## src/rtl/core/pett_pkg.sv

```systemverilog
// ----------------------------------------------------------------------------
// pett_pkg: shared types and constants for the port event trap table
// Action codes, the request token that walks the cell row, and defaults.
// ----------------------------------------------------------------------------
`default_nettype none

package pett_pkg;

  // Table geometry default
  localparam int TableDepthDefault = 16;

  // Field widths
  localparam int PortW = 16;
  localparam int LineW = 16;
  localparam int ActW  = 2;
  localparam int CfgW  = 16;

  // Request action codes
  localparam logic [ActW-1:0] ACT_SET   = 2'd0;
  localparam logic [ActW-1:0] ACT_TRIG  = 2'd1;
  localparam logic [ActW-1:0] ACT_CHECK = 2'd2;

  // Configuration register indexes
  localparam logic CFG_PEER_EN     = 1'b0;
  localparam logic CFG_PEER_TARGET = 1'b1;

  // Request token handed from cell to cell
  typedef struct packed {
    logic             valid;
    logic [ActW-1:0]  action;
    logic [PortW-1:0] port;
    logic [LineW-1:0] line;
    logic             en;
    logic             done;    // request resolved by an earlier cell or by the peer trap
    logic             append;  // set request took a fresh entry
    logic [LineW-1:0] hline;   // line returned by a check request
  } token_t;

endpackage

`default_nettype wire

```

## src/rtl/core/pett_cell.sv

```systemverilog
// ----------------------------------------------------------------------------
// pett_cell: one trap table entry
// Holds port, target, armed and pending bits; applies the passing request
// and hands the token to the next cell.
// ----------------------------------------------------------------------------
`default_nettype none

module pett_cell #(
  parameter int TABLE_DEPTH = pett_pkg::TableDepthDefault,
  parameter int IDX         = 0
) (
  input  wire logic                               clk,
  input  wire logic                               rst,
  input  wire logic                               advance,
  input  wire logic [$clog2(TABLE_DEPTH+1)-1:0]   used,
  input  wire pett_pkg::token_t                   tok_in,
  output pett_pkg::token_t                        tok_out
);

  localparam int UW = $clog2(TABLE_DEPTH + 1);

  // Entry storage, undefined until appended
  logic [pett_pkg::PortW-1:0] entry_port;
  logic [pett_pkg::LineW-1:0] entry_target;
  logic                       entry_armed;
  logic                       entry_pending;

  pett_pkg::token_t tok_q;
  pett_pkg::token_t tok_next;

  logic                       wr_port;
  logic                       wr_target;
  logic                       wr_pending;
  logic                       pending_next;

  logic in_use;
  logic at_tail;
  logic port_hit;

  assign in_use   = (UW'(IDX) < used);
  assign at_tail  = (UW'(IDX) == used);
  assign port_hit = (entry_port == tok_in.port);

  // Request processing for this entry
  always_comb begin
    tok_next     = tok_in;
    wr_port      = 1'b0;
    wr_target    = 1'b0;
    wr_pending   = 1'b0;
    pending_next = 1'b0;
    if (tok_in.valid) begin
      case (tok_in.action)
        pett_pkg::ACT_SET: begin
          if (!tok_in.done) begin
            if (in_use && port_hit) begin
              wr_target     = 1'b1;
              tok_next.done = 1'b1;
            end else if (at_tail) begin
              wr_port         = 1'b1;
              wr_target       = 1'b1;
              wr_pending      = 1'b1;
              pending_next    = 1'b0;
              tok_next.done   = 1'b1;
              tok_next.append = 1'b1;
            end
          end
        end
        pett_pkg::ACT_TRIG: begin
          if (in_use && port_hit && entry_armed) begin
            wr_pending   = 1'b1;
            pending_next = 1'b1;
          end
        end
        pett_pkg::ACT_CHECK: begin
          if (!tok_in.done && in_use && entry_armed && entry_pending) begin
            wr_pending     = 1'b1;
            pending_next   = 1'b0;
            tok_next.done  = 1'b1;
            tok_next.hline = entry_target;
          end
        end
        default: begin
        end
      endcase
    end
  end

  // Entry storage update
  always_ff @(posedge clk) begin
    if (advance) begin
      if (wr_port) begin
        entry_port <= tok_in.port;
      end
      if (wr_target) begin
        entry_target <= tok_in.line;
        entry_armed  <= tok_in.en;
      end
      if (wr_pending) begin
        entry_pending <= pending_next;
      end
    end
  end

  // Token register toward the next cell
  always_ff @(posedge clk) begin
    if (rst) begin
      tok_q.valid <= 1'b0;
    end else if (advance) begin
      tok_q <= tok_next;
    end
  end

  assign tok_out = tok_q;

endmodule

`default_nettype wire

```

## src/rtl/core/port_event_trap_table.sv

```systemverilog
// ----------------------------------------------------------------------------
// port_event_trap_table: vectored event trap controller
// A row of entry cells; each request walks the row one cell per cycle.
// ----------------------------------------------------------------------------
// Usage:
//   Requests arrive on in_valid/in_ready with action, port_number,
//   trap_line, trap_enable and peer_frame_pending. Each request gives
//   exactly one result on out_valid/out_ready (event_found, handler_line,
//   set_dropped).
//   A request enters cell 0 on the accepting edge and steps one cell per
//   cycle; at the end of the row its result moves into the output register.
//   Only one request is in flight at a time: the next request is taken
//   once the previous one has left the cell row.
//   A finished result waits in the output register; the next request can
//   be taken meanwhile. If that request reaches the end of the row while the
//   previous result is still not taken, it holds in the last cell.
//   The user writes configuration (peer trap enable and target) through
//   cfg_we/cfg_index/cfg_data only while no request is in flight (not enforced).
//   Reset empties the table (fill count zero), clears the peer registers
//   and drops any request in flight; no clearing pass is needed.
// ----------------------------------------------------------------------------
`default_nettype none

module port_event_trap_table #(
  parameter int TABLE_DEPTH = pett_pkg::TableDepthDefault
) (
  input  wire logic                          clk,
  input  wire logic                          rst,
  // configuration
  input  wire logic                          cfg_we,
  input  wire logic                          cfg_index,
  input  wire logic [pett_pkg::CfgW-1:0]     cfg_data,
  // request channel
  input  wire logic                          in_valid,
  output logic                               in_ready,
  input  wire logic [pett_pkg::ActW-1:0]     action,
  input  wire logic [pett_pkg::PortW-1:0]    port_number,
  input  wire logic [pett_pkg::LineW-1:0]    trap_line,
  input  wire logic                          trap_enable,
  input  wire logic                          peer_frame_pending,
  // result channel
  output logic                               out_valid,
  input  wire logic                          out_ready,
  output logic                               event_found,
  output logic [pett_pkg::LineW-1:0]         handler_line,
  output logic                               set_dropped
);

  localparam int UW = $clog2(TABLE_DEPTH + 1);

  logic                       peer_en;
  logic [pett_pkg::LineW-1:0] peer_target;
  logic [UW-1:0]              used;
  logic                       busy;
  logic                       advance;
  logic                       accept;
  logic                       load_out;
  logic                       peer_fire;

  pett_pkg::token_t           tok [0:TABLE_DEPTH];
  pett_pkg::token_t           last;
  logic [TABLE_DEPTH-1:0]     chain_valid;

  // Configuration registers
  always_ff @(posedge clk) begin
    if (rst) begin
      peer_en     <= 1'b0;
      peer_target <= '0;
    end else if (cfg_we) begin
      case (cfg_index)
        pett_pkg::CFG_PEER_EN:     peer_en     <= cfg_data[0];
        pett_pkg::CFG_PEER_TARGET: peer_target <= cfg_data;
        default: begin
        end
      endcase
    end
  end

  assign in_ready = !rst && !busy;
  assign accept   = in_valid && in_ready;
  assign last     = tok[TABLE_DEPTH];

  // Row holds only when a finished request cannot move to the output
  assign advance  = !(last.valid && out_valid && !out_ready);
  assign load_out = last.valid && advance;

  // Peer trap takes priority and is resolved before the row
  assign peer_fire = (action == pett_pkg::ACT_CHECK) && peer_en && peer_frame_pending;

  always_comb begin
    tok[0].valid  = accept;
    tok[0].action = action;
    tok[0].port   = port_number;
    tok[0].line   = trap_line;
    tok[0].en     = trap_enable;
    tok[0].done   = peer_fire;
    tok[0].append = 1'b0;
    tok[0].hline  = peer_fire ? peer_target : '0;
  end

  // Row of entry cells
  for (genvar i = 0; i < TABLE_DEPTH; i++) begin : g_cell
    pett_cell #(
      .TABLE_DEPTH (TABLE_DEPTH),
      .IDX         (i)
    ) u_cell (
      .clk     (clk),
      .rst     (rst),
      .advance (advance),
      .used    (used),
      .tok_in  (tok[i]),
      .tok_out (tok[i+1])
    );
    assign chain_valid[i] = tok[i+1].valid;
  end

  // In-flight flag and fill count
  always_ff @(posedge clk) begin
    if (rst) begin
      busy <= 1'b0;
      used <= '0;
    end else begin
      if (accept) begin
        busy <= 1'b1;
      end else if (load_out) begin
        busy <= 1'b0;
      end
      if (load_out && last.append) begin
        used <= used + UW'(1);
      end
    end
  end

  // Output register
  always_ff @(posedge clk) begin
    if (rst) begin
      out_valid <= 1'b0;
    end else if (load_out) begin
      out_valid <= 1'b1;
    end else if (out_ready) begin
      out_valid <= 1'b0;
    end
  end

  always_ff @(posedge clk) begin
    if (load_out) begin
      event_found  <= (last.action == pett_pkg::ACT_CHECK) && last.done;
      handler_line <= ((last.action == pett_pkg::ACT_CHECK) && last.done) ? last.hline : '0;
      set_dropped  <= (last.action == pett_pkg::ACT_SET) && !last.done;
    end
  end

  // Checks
  a_one_in_flight: assert property (@(posedge clk) disable iff (rst)
    $onehot0(chain_valid))
    else $error("more than one request in the cell row");

  a_used_bound: assert property (@(posedge clk) disable iff (rst)
    used <= UW'(TABLE_DEPTH))
    else $error("fill count beyond table depth");

  a_drop_full: assert property (@(posedge clk) disable iff (rst)
    load_out && (last.action == pett_pkg::ACT_SET) && !last.done
      |-> used == UW'(TABLE_DEPTH))
    else $error("set dropped while table has room");

  a_busy_row: assert property (@(posedge clk) disable iff (rst)
    (chain_valid != '0) |-> busy)
    else $error("request in row while not busy");

endmodule

`default_nettype wire

```

## config.mk

```make
export PLATFORM = sky130hd
export DESIGN_NAME = port_event_trap_table
export DESIGN_NICKNAME = d
export VERILOG_FILES = /design/src/rtl/core/pett_pkg.sv /design/src/rtl/core/pett_cell.sv /design/src/rtl/core/port_event_trap_table.sv
export SDC_FILE = /design/constraint.sdc
export NUM_CORES = 1
export LEC_CHECK = 0
export BUFFER_PORTS_ARGS = -buffer_cell sky130_fd_sc_hd__clkbuf_2
export CORE_MARGIN = 4
export CORE_UTILIZATION = 58
export CTS_BUF_LIST = sky130_fd_sc_hd__clkbuf_8
export CTS_CLUSTER_SIZE = 10
export DETAILED_ROUTE_END_ITERATION = 7
export GPL_ROUTABILITY_DRIVEN = 0
export PLACE_DENSITY = 0.85
export SYNTH_ARGS = -nofsm -noshare
export SYNTH_HDL_FRONTEND = slang
export SYNTH_SLANG_ARGS = --single-unit
```

## constraint.sdc

```tcl
create_clock -name clk -period 96.3 [get_ports clk]
set_clock_uncertainty 0.05 [all_clocks]
set_input_delay 4.815 -clock clk [delete_from_list [all_inputs] [get_ports clk]]
set_output_delay 4.815 -clock clk [all_outputs]
set_load 0.01 [all_outputs]
```

# Word level (Yosys, flattened, before mapping)
# Index checks and enable logic that the tools add are counted.
dict set report op_classes {
  add_sub_neg 1
  magnitude_cmp 16
  eq_ne 64
  mux 373
  bitwise_logic 5
  n_reduce_logical 199
}
# operator n
set op_table {}
lappend op_table {{2-to-1 mux 16 bit} 33}
lappend op_table {{2-to-1 mux 18 bit} 16}
lappend op_table {{2-to-1 mux 1 bit} 260}
lappend op_table {{== test 16 bit} 16}
lappend op_table {{AND reduction 2 bit} 67}
lappend op_table {{logical AND 1 bit} 90}
lappend op_table {{2-to-1 mux 2 bit} 32}
lappend op_table {{one-hot mux 1 bit (3 select lines)} 16}
lappend op_table {{== test 4 x 5 -> 1 bit (first input constant)} 8}
lappend op_table {{less-than comparator 4 x 5 -> 1 bit (first input constant)} 8}
lappend op_table {{== test 2 bit (second input constant)} 17}
lappend op_table {{zero test 2 bit} 17}
lappend op_table {{== test 2 x 1 -> 1 bit (second input constant)} 16}
lappend op_table {{one-hot mux 1 bit (2 select lines)} 16}
lappend op_table {{zero test 1 bit} 21}
lappend op_table {{== test 3 x 5 -> 1 bit (first input constant)} 4}
lappend op_table {{less-than comparator 3 x 5 -> 1 bit (first input constant)} 4}
lappend op_table {{== test 2 x 5 -> 1 bit (first input constant)} 2}
lappend op_table {{less-than comparator 1 x 5 -> 1 bit (first input constant)} 2}
lappend op_table {{less-than comparator 2 x 5 -> 1 bit (first input constant)} 2}
lappend op_table {{adder 5 x 1 -> 5 bit (second input constant)} 1}
lappend op_table {{== test 1 x 5 -> 1 bit (first input constant)} 1}
lappend op_table {{zero test 5 bit} 1}
lappend op_table {{inverter 1 bit} 5}
lappend op_table {{2 further kinds} 3}
dict set report totals {
  register_bits 1417
  in_bits 58
  word_cells 855
}

# Logic depth before layout (Yosys ltp)
dict set report logic_depth {
  ltp_word 11
  depth_mapped 8
  ltp_nobuf 6
}

# Cells and area by module
# Synthesis repeated with hierarchy kept, for this count alone.
dict set report hier_totals {
  cells_unflattened 2646
  area_unflattened_um2 53161.0
}
# mod n_inst cells_per_inst area_each_um2
set by_module_without_submodules {}
lappend by_module_without_submodules {{pett_cell at g_cell[11].u_cell ...} 2 156 3185.6}
lappend by_module_without_submodules {{pett_cell at g_cell[10].u_cell} 1 162 3276.9}
lappend by_module_without_submodules {{pett_cell at g_cell[8].u_cell} 1 154 3246.9}
lappend by_module_without_submodules {{pett_cell at g_cell[5].u_cell} 1 159 3243.1}
lappend by_module_without_submodules {{pett_cell at g_cell[7].u_cell} 1 158 3239.4}
lappend by_module_without_submodules {{pett_cell at g_cell[2].u_cell} 1 153 3236.9}
lappend by_module_without_submodules {{pett_cell at g_cell[3].u_cell} 1 152 3234.4}
lappend by_module_without_submodules {{pett_cell at g_cell[9].u_cell} 1 155 3223.1}
lappend by_module_without_submodules {{pett_cell at g_cell[6].u_cell} 1 153 3221.8}
lappend by_module_without_submodules {{pett_cell at g_cell[14].u_cell} 1 152 3220.6}
lappend by_module_without_submodules {{pett_cell at g_cell[12].u_cell} 1 155 3219.3}
lappend by_module_without_submodules {{pett_cell at g_cell[0].u_cell} 1 152 3206.8}
lappend by_module_without_submodules {{pett_cell at g_cell[15].u_cell} 1 156 3198.1}
lappend by_module_without_submodules {{pett_cell at g_cell[13].u_cell} 1 153 3181.8}
lappend by_module_without_submodules {{+2 rows} -- -- --}

# Worst setup path after synthesis
# Ideal clock, no wire load.
dict set report synth_timing {
  path_type {input to register}
  startpoint {input port out_ready}
  endpoint {register g_cell[0].u_cell.tok_q, in the netlist g_cell[0].u_cell.tok_out[0], enable pin}
  arrival_ps 39103
  required_ps 94229
  path_slack_ps 55125
  stages 5
  n_path_buf 2
  cell_sequence {nand2b_1 nor2_1 clkbuf_1 clkbuf_1 nor2_1}
}
dict set report synth_via {
  elab_chain_cells 4
}
# item line_no
set synth_rtl {}
lappend synth_rtl {{start: declaration} port_event_trap_table.sv:43} ;# input wire logic out_ready,
lappend synth_rtl {{zero test 1 bit} port_event_trap_table.sv:84} ;# assign advance = !(last.valid && out_valid && !out_ready);
lappend synth_rtl {{logical AND 1 bit} port_event_trap_table.sv:84}
lappend synth_rtl {{inverter 1 bit (no source line)} --}
lappend synth_rtl {{AND reduction 2 bit (no source line)} --}
lappend synth_rtl {{end signal: assignment} pett_cell.sv:109} ;# tok_q <= tok_next;
lappend synth_rtl {{end: declaration} pett_cell.sv:28} ;# pett_pkg::token_t tok_q;
# No other way between the ends.
# A chain may end at the register's enable or synchronous reset.

# Worst setup path after layout
dict set report layout_timing {
  startpoint {input port rst}
  endpoint {output port in_ready}
}
dict set report layout_via {
  elab_chain_cells 2
}
# item line_no
set layout_rtl {}
lappend layout_rtl {{start: declaration} port_event_trap_table.sv:28} ;# input wire logic rst,
lappend layout_rtl {{zero test 1 bit} port_event_trap_table.sv:79} ;# assign in_ready = !rst && !busy;
lappend layout_rtl {{logical AND 1 bit} port_event_trap_table.sv:79}
lappend layout_rtl {{end: declaration} port_event_trap_table.sv:35} ;# output logic in_ready,
# No other way between the ends.

==> results.toml <==
[logic_synthesis]
ys_seq_area_share_pct = 81.77
ys_warn_count = 0
syn_inst = 2654
async_flop_share_pct = 0
synth_fa_ha_area_share_pct = 0.07281
avgSynthCellArea_um2 = 19.42
synthSimpleGateAreaFrac_pct = 5.170
synth_cell_types = 77
synth_top_cell_by_area = "edfxtp_1"
ys_seq_elements = 1417
synth_xor_area_share_pct = 4.400
synth_top_area_share_pct = 80.21
ys.flop_type = "edfxtp_1"
synth_compound_area_share_pct = 2.209
synth_nets = 2715
synth_mux_area_share_pct = 5.645
synth_area_um2 = 51550
yosys-top-cells-area = "edfxtp_1 (80%), mux2_2 (4.2%), xnor2_1 (2.8%)"
synth-edff-count = 1377
synth_top_family_by_area = "multiplexers"

[placement]
place_ws_ps = 85780
io_buffers = 77
placed_cell_area_um2 = 53390
placed_cells = 3874
dp_hpwl_mm = 50.47

[critical_path]
startpoint_type = "primary input"
reg2reg_slack_ps = 91980
path_max_fanout = 42
critPathRequiredTime_ps = 91430
worstSetupPathType = "primary input to output port"
path_buf_inv = 3
cp.arrival_ps = 5710
path_delay_family = "buffers and inverters"
crit_chain = "clkbuf_2 -> buf_4 -> nor2_1 -> clkbuf_2"
rr_startpoint = "out_valid"
worstRegToRegCells = 6
worst_path_most_repeated_cell = "clkbuf_2"
rr_endpoint = "g_cell[14].u_cell.tok_out[10]"
slowest_stage = "buf_4"
cp_slowest_stage_delay_ps = 470
endpoint_kind = "output port"

[pwr]
p_sw_mw = 0.2351
internal_power_mw = 0.9082
switching_share_pct = 20.57
ir_drop_mv = 0.01524
power_frac_clock_pct = 35.5
pwr_density_cell_nw_per_um2 = 20.11
p_total_mw = 1.143
p_seq_share_pct = 62.4
power_leakage_nw = 19.06
combPwrFrac_pct = 2.1

[floorplanning]
die-area_um2 = 93720
die_w_um = 306.1
core_um2 = 88240
start_util_pct = 58.42
die_h_um = 306.1
boundaryPins = 78
num_rows = 109

[grt]
grt_pass1_wl_mm = 129.6
use_met1_pct = 20.10
antenna_found_initial = 1
grt_pass1_vias = 24880
grtUsageMet2_pct = 30.61
grt_max_degree = 228
grt_use_total_pct = 17.11
busiest_layer = "met2"
overflow = 0
globalRouteMet3Util_pct = 4.207

[drt]
ant_nets = 0
wl_mm = 80.07
drtPass1Iterations = 6
post_drt_wl_per_cell_um = 18.93
vias = 23590
vias_per_cell = 5.578
drt_iter0_markers = 2180
drc = 0

[timing]
setup_viol = 0
tightest_slew_ps = 1266
fin_crit_ps = 10570
clock.fmax_mhz = 94.59
finalHoldViolations = 0
fin_setup_tns_ps = 0
setup_ws_ps = 85730
rsz0062_at_grt = "no"
hold_ws_ps = 367.3
finalMaxSlewViolations = 0
slew_headroom_pct = 15.29
fin_crit_sh_pct = 10.98

[min_path]
whs_endpoint = "g_cell[15].u_cell.entry_target[2]"
hold_depth = 0
hp-class = "register to register"
hold_start = "g_cell[14].u_cell.tok_out[21]"

[finish]
finish.net_count = 2967
area_delta_synth_final_pct = 10.30
diodes = 0
final_area_um2 = 56860
final_cells = 4229
finish.utilization_pct = 64.44
drive_above_1_share_pct = 20.59

[clock_tree]
numCtsBuffers = 195
cts_root_buf = "clkbuf_8"
clkLatencyLatePin_ps = 820
ctsHoldBuffers = 0
cts.sinks = 1417
cts_tree = "done"
cts_buffer_depth = 3
cts_resized = 0
cts_max_level = 4
clkSlewWorstSetupHoldPaths_ps = 60
cts_setup_buffers = 0

[status]
status = "finished clean"

[run]
cap_viol_max_count = 0
==> cell families after synthesis <==
group	Yosys count
adders and majority gates	3
xor gates and xnor gates	259
buffers and inverters	69
muxes	242
and+or+nand+nor	493
DFF	1417
AOI/OAI and AO/OA	171
==> registers in the layout (all words and copies together), names as in the netlist <==
name / cells
used: 5
peer_en: 1
peer_target: 16
out_valid: 1
set_dropped: 1
busy: 1
g_cell.u_cell.entry_armed: 16
g_cell.u_cell.tok_out: 831
handler_line: 16
g_cell.u_cell.entry_pending: 16
event_found: 1
g_cell.u_cell.entry_target: 256
g_cell.u_cell.entry_port: 256
==> power groups by stage <==
stage	Clock [mW]	Combinational (mW)	Sequential [mW]
6_report	0.406	0.0238	0.714
3_5_place_dp	0	0.0235	0.727
4_1_cts	0.416	0.0239	0.714
3_3_place_gp	0	0.0219	0.724
5_1_grt	0.448	0.0260	0.716
2_1_floorplan	0	0.0172	0.740
==> routing by layer <==
| metal | part of all wire (%) | vias up |
|---|---|---|
| li1 | - | 10820 |
| met1 | 37 | 11550 |
| met2 | 53 | 979 |
| met3 | 7.1 | 246 |
| met4 | 2.6 | 0 |
| met5 | 0 | - |
==> cell usage after synthesis (all sizes together) (3+ instances only) <==
cell type / count
o31ai: 3
nor3: 34
nor4: 36
nand2b: 9
and2: 22
and3b: 5
a22oi: 17
or3: 6
xor2: 96
nor2: 106
edfxtp: 1377
nand4: 48
a21oi: 63
o21ai: 17
or2: 3
and3: 15
nand4b: 7
dfxtp: 40
xnor2: 163
or4: 12
a21boi: 6
mux2: 240
a31o: 5
a21o: 11
clkbuf: 23
a211oi: 11
a31oi: 10
inv: 18
buf: 28
nor2b: 5
nor4b: 5
o31a: 4
ha: 3
nand3: 32
nand2: 138
o21a: 8
nor3b: 3
==> worst reg2reg max path, cell delays in order (launching register included) <==
cell and delay, ps:
dfxtp_1 310, nand2b_1 200, nor2_1 80, buf_4 240, nor2_4 920, buf_12 730
buf_12 1160
==> worst max path at each step <==
| stage | to | cells after the start | slack (ps) | startpoint |
|---|---|---|---|---|
| finish | in_ready | 4 | 85730 | rst |
| global route | in_ready | 4 | 85680 | rst |
| CTS | in_ready | 4 | 85770 | rst |
| detailed placement | in_ready | 4 | 85780 | rst |
| global placement | in_ready | 4 | 85830 | rst |
| floorplan | g_cell[0].u_cell.tok_out[0] | 5 | 55130 | out_ready |
==> area by class of cell <==
class / count / area (um2)
multi-input cells: 1168 / 9089
clock inverters: 154 / 701.9
well taps: 1165 / 1458
repair buffers: 106 / 628.1
flip-flops and latches: 1417 / 42150
inverters: 18 / 67.56
clock buffers: 201 / 2766
fillers: 5337 / 31380
==> placed cells by master (no fill, tap or decap), drive strengths merged, types with 48 or more instances in the layout <==
cell type / netlist / final
xor2: 96 / 96
inv: 18 / 102
clkinv: 0 / 67
edfxtp: 1377 / 1377
clkbuf: 23 / 278
nand4: 48 / 48
nand2: 138 / 138
a21oi: 63 / 63
xnor2: 163 / 163
mux2: 240 / 240
nor2: 106 / 106
Power figures use the tool's default switching activity.
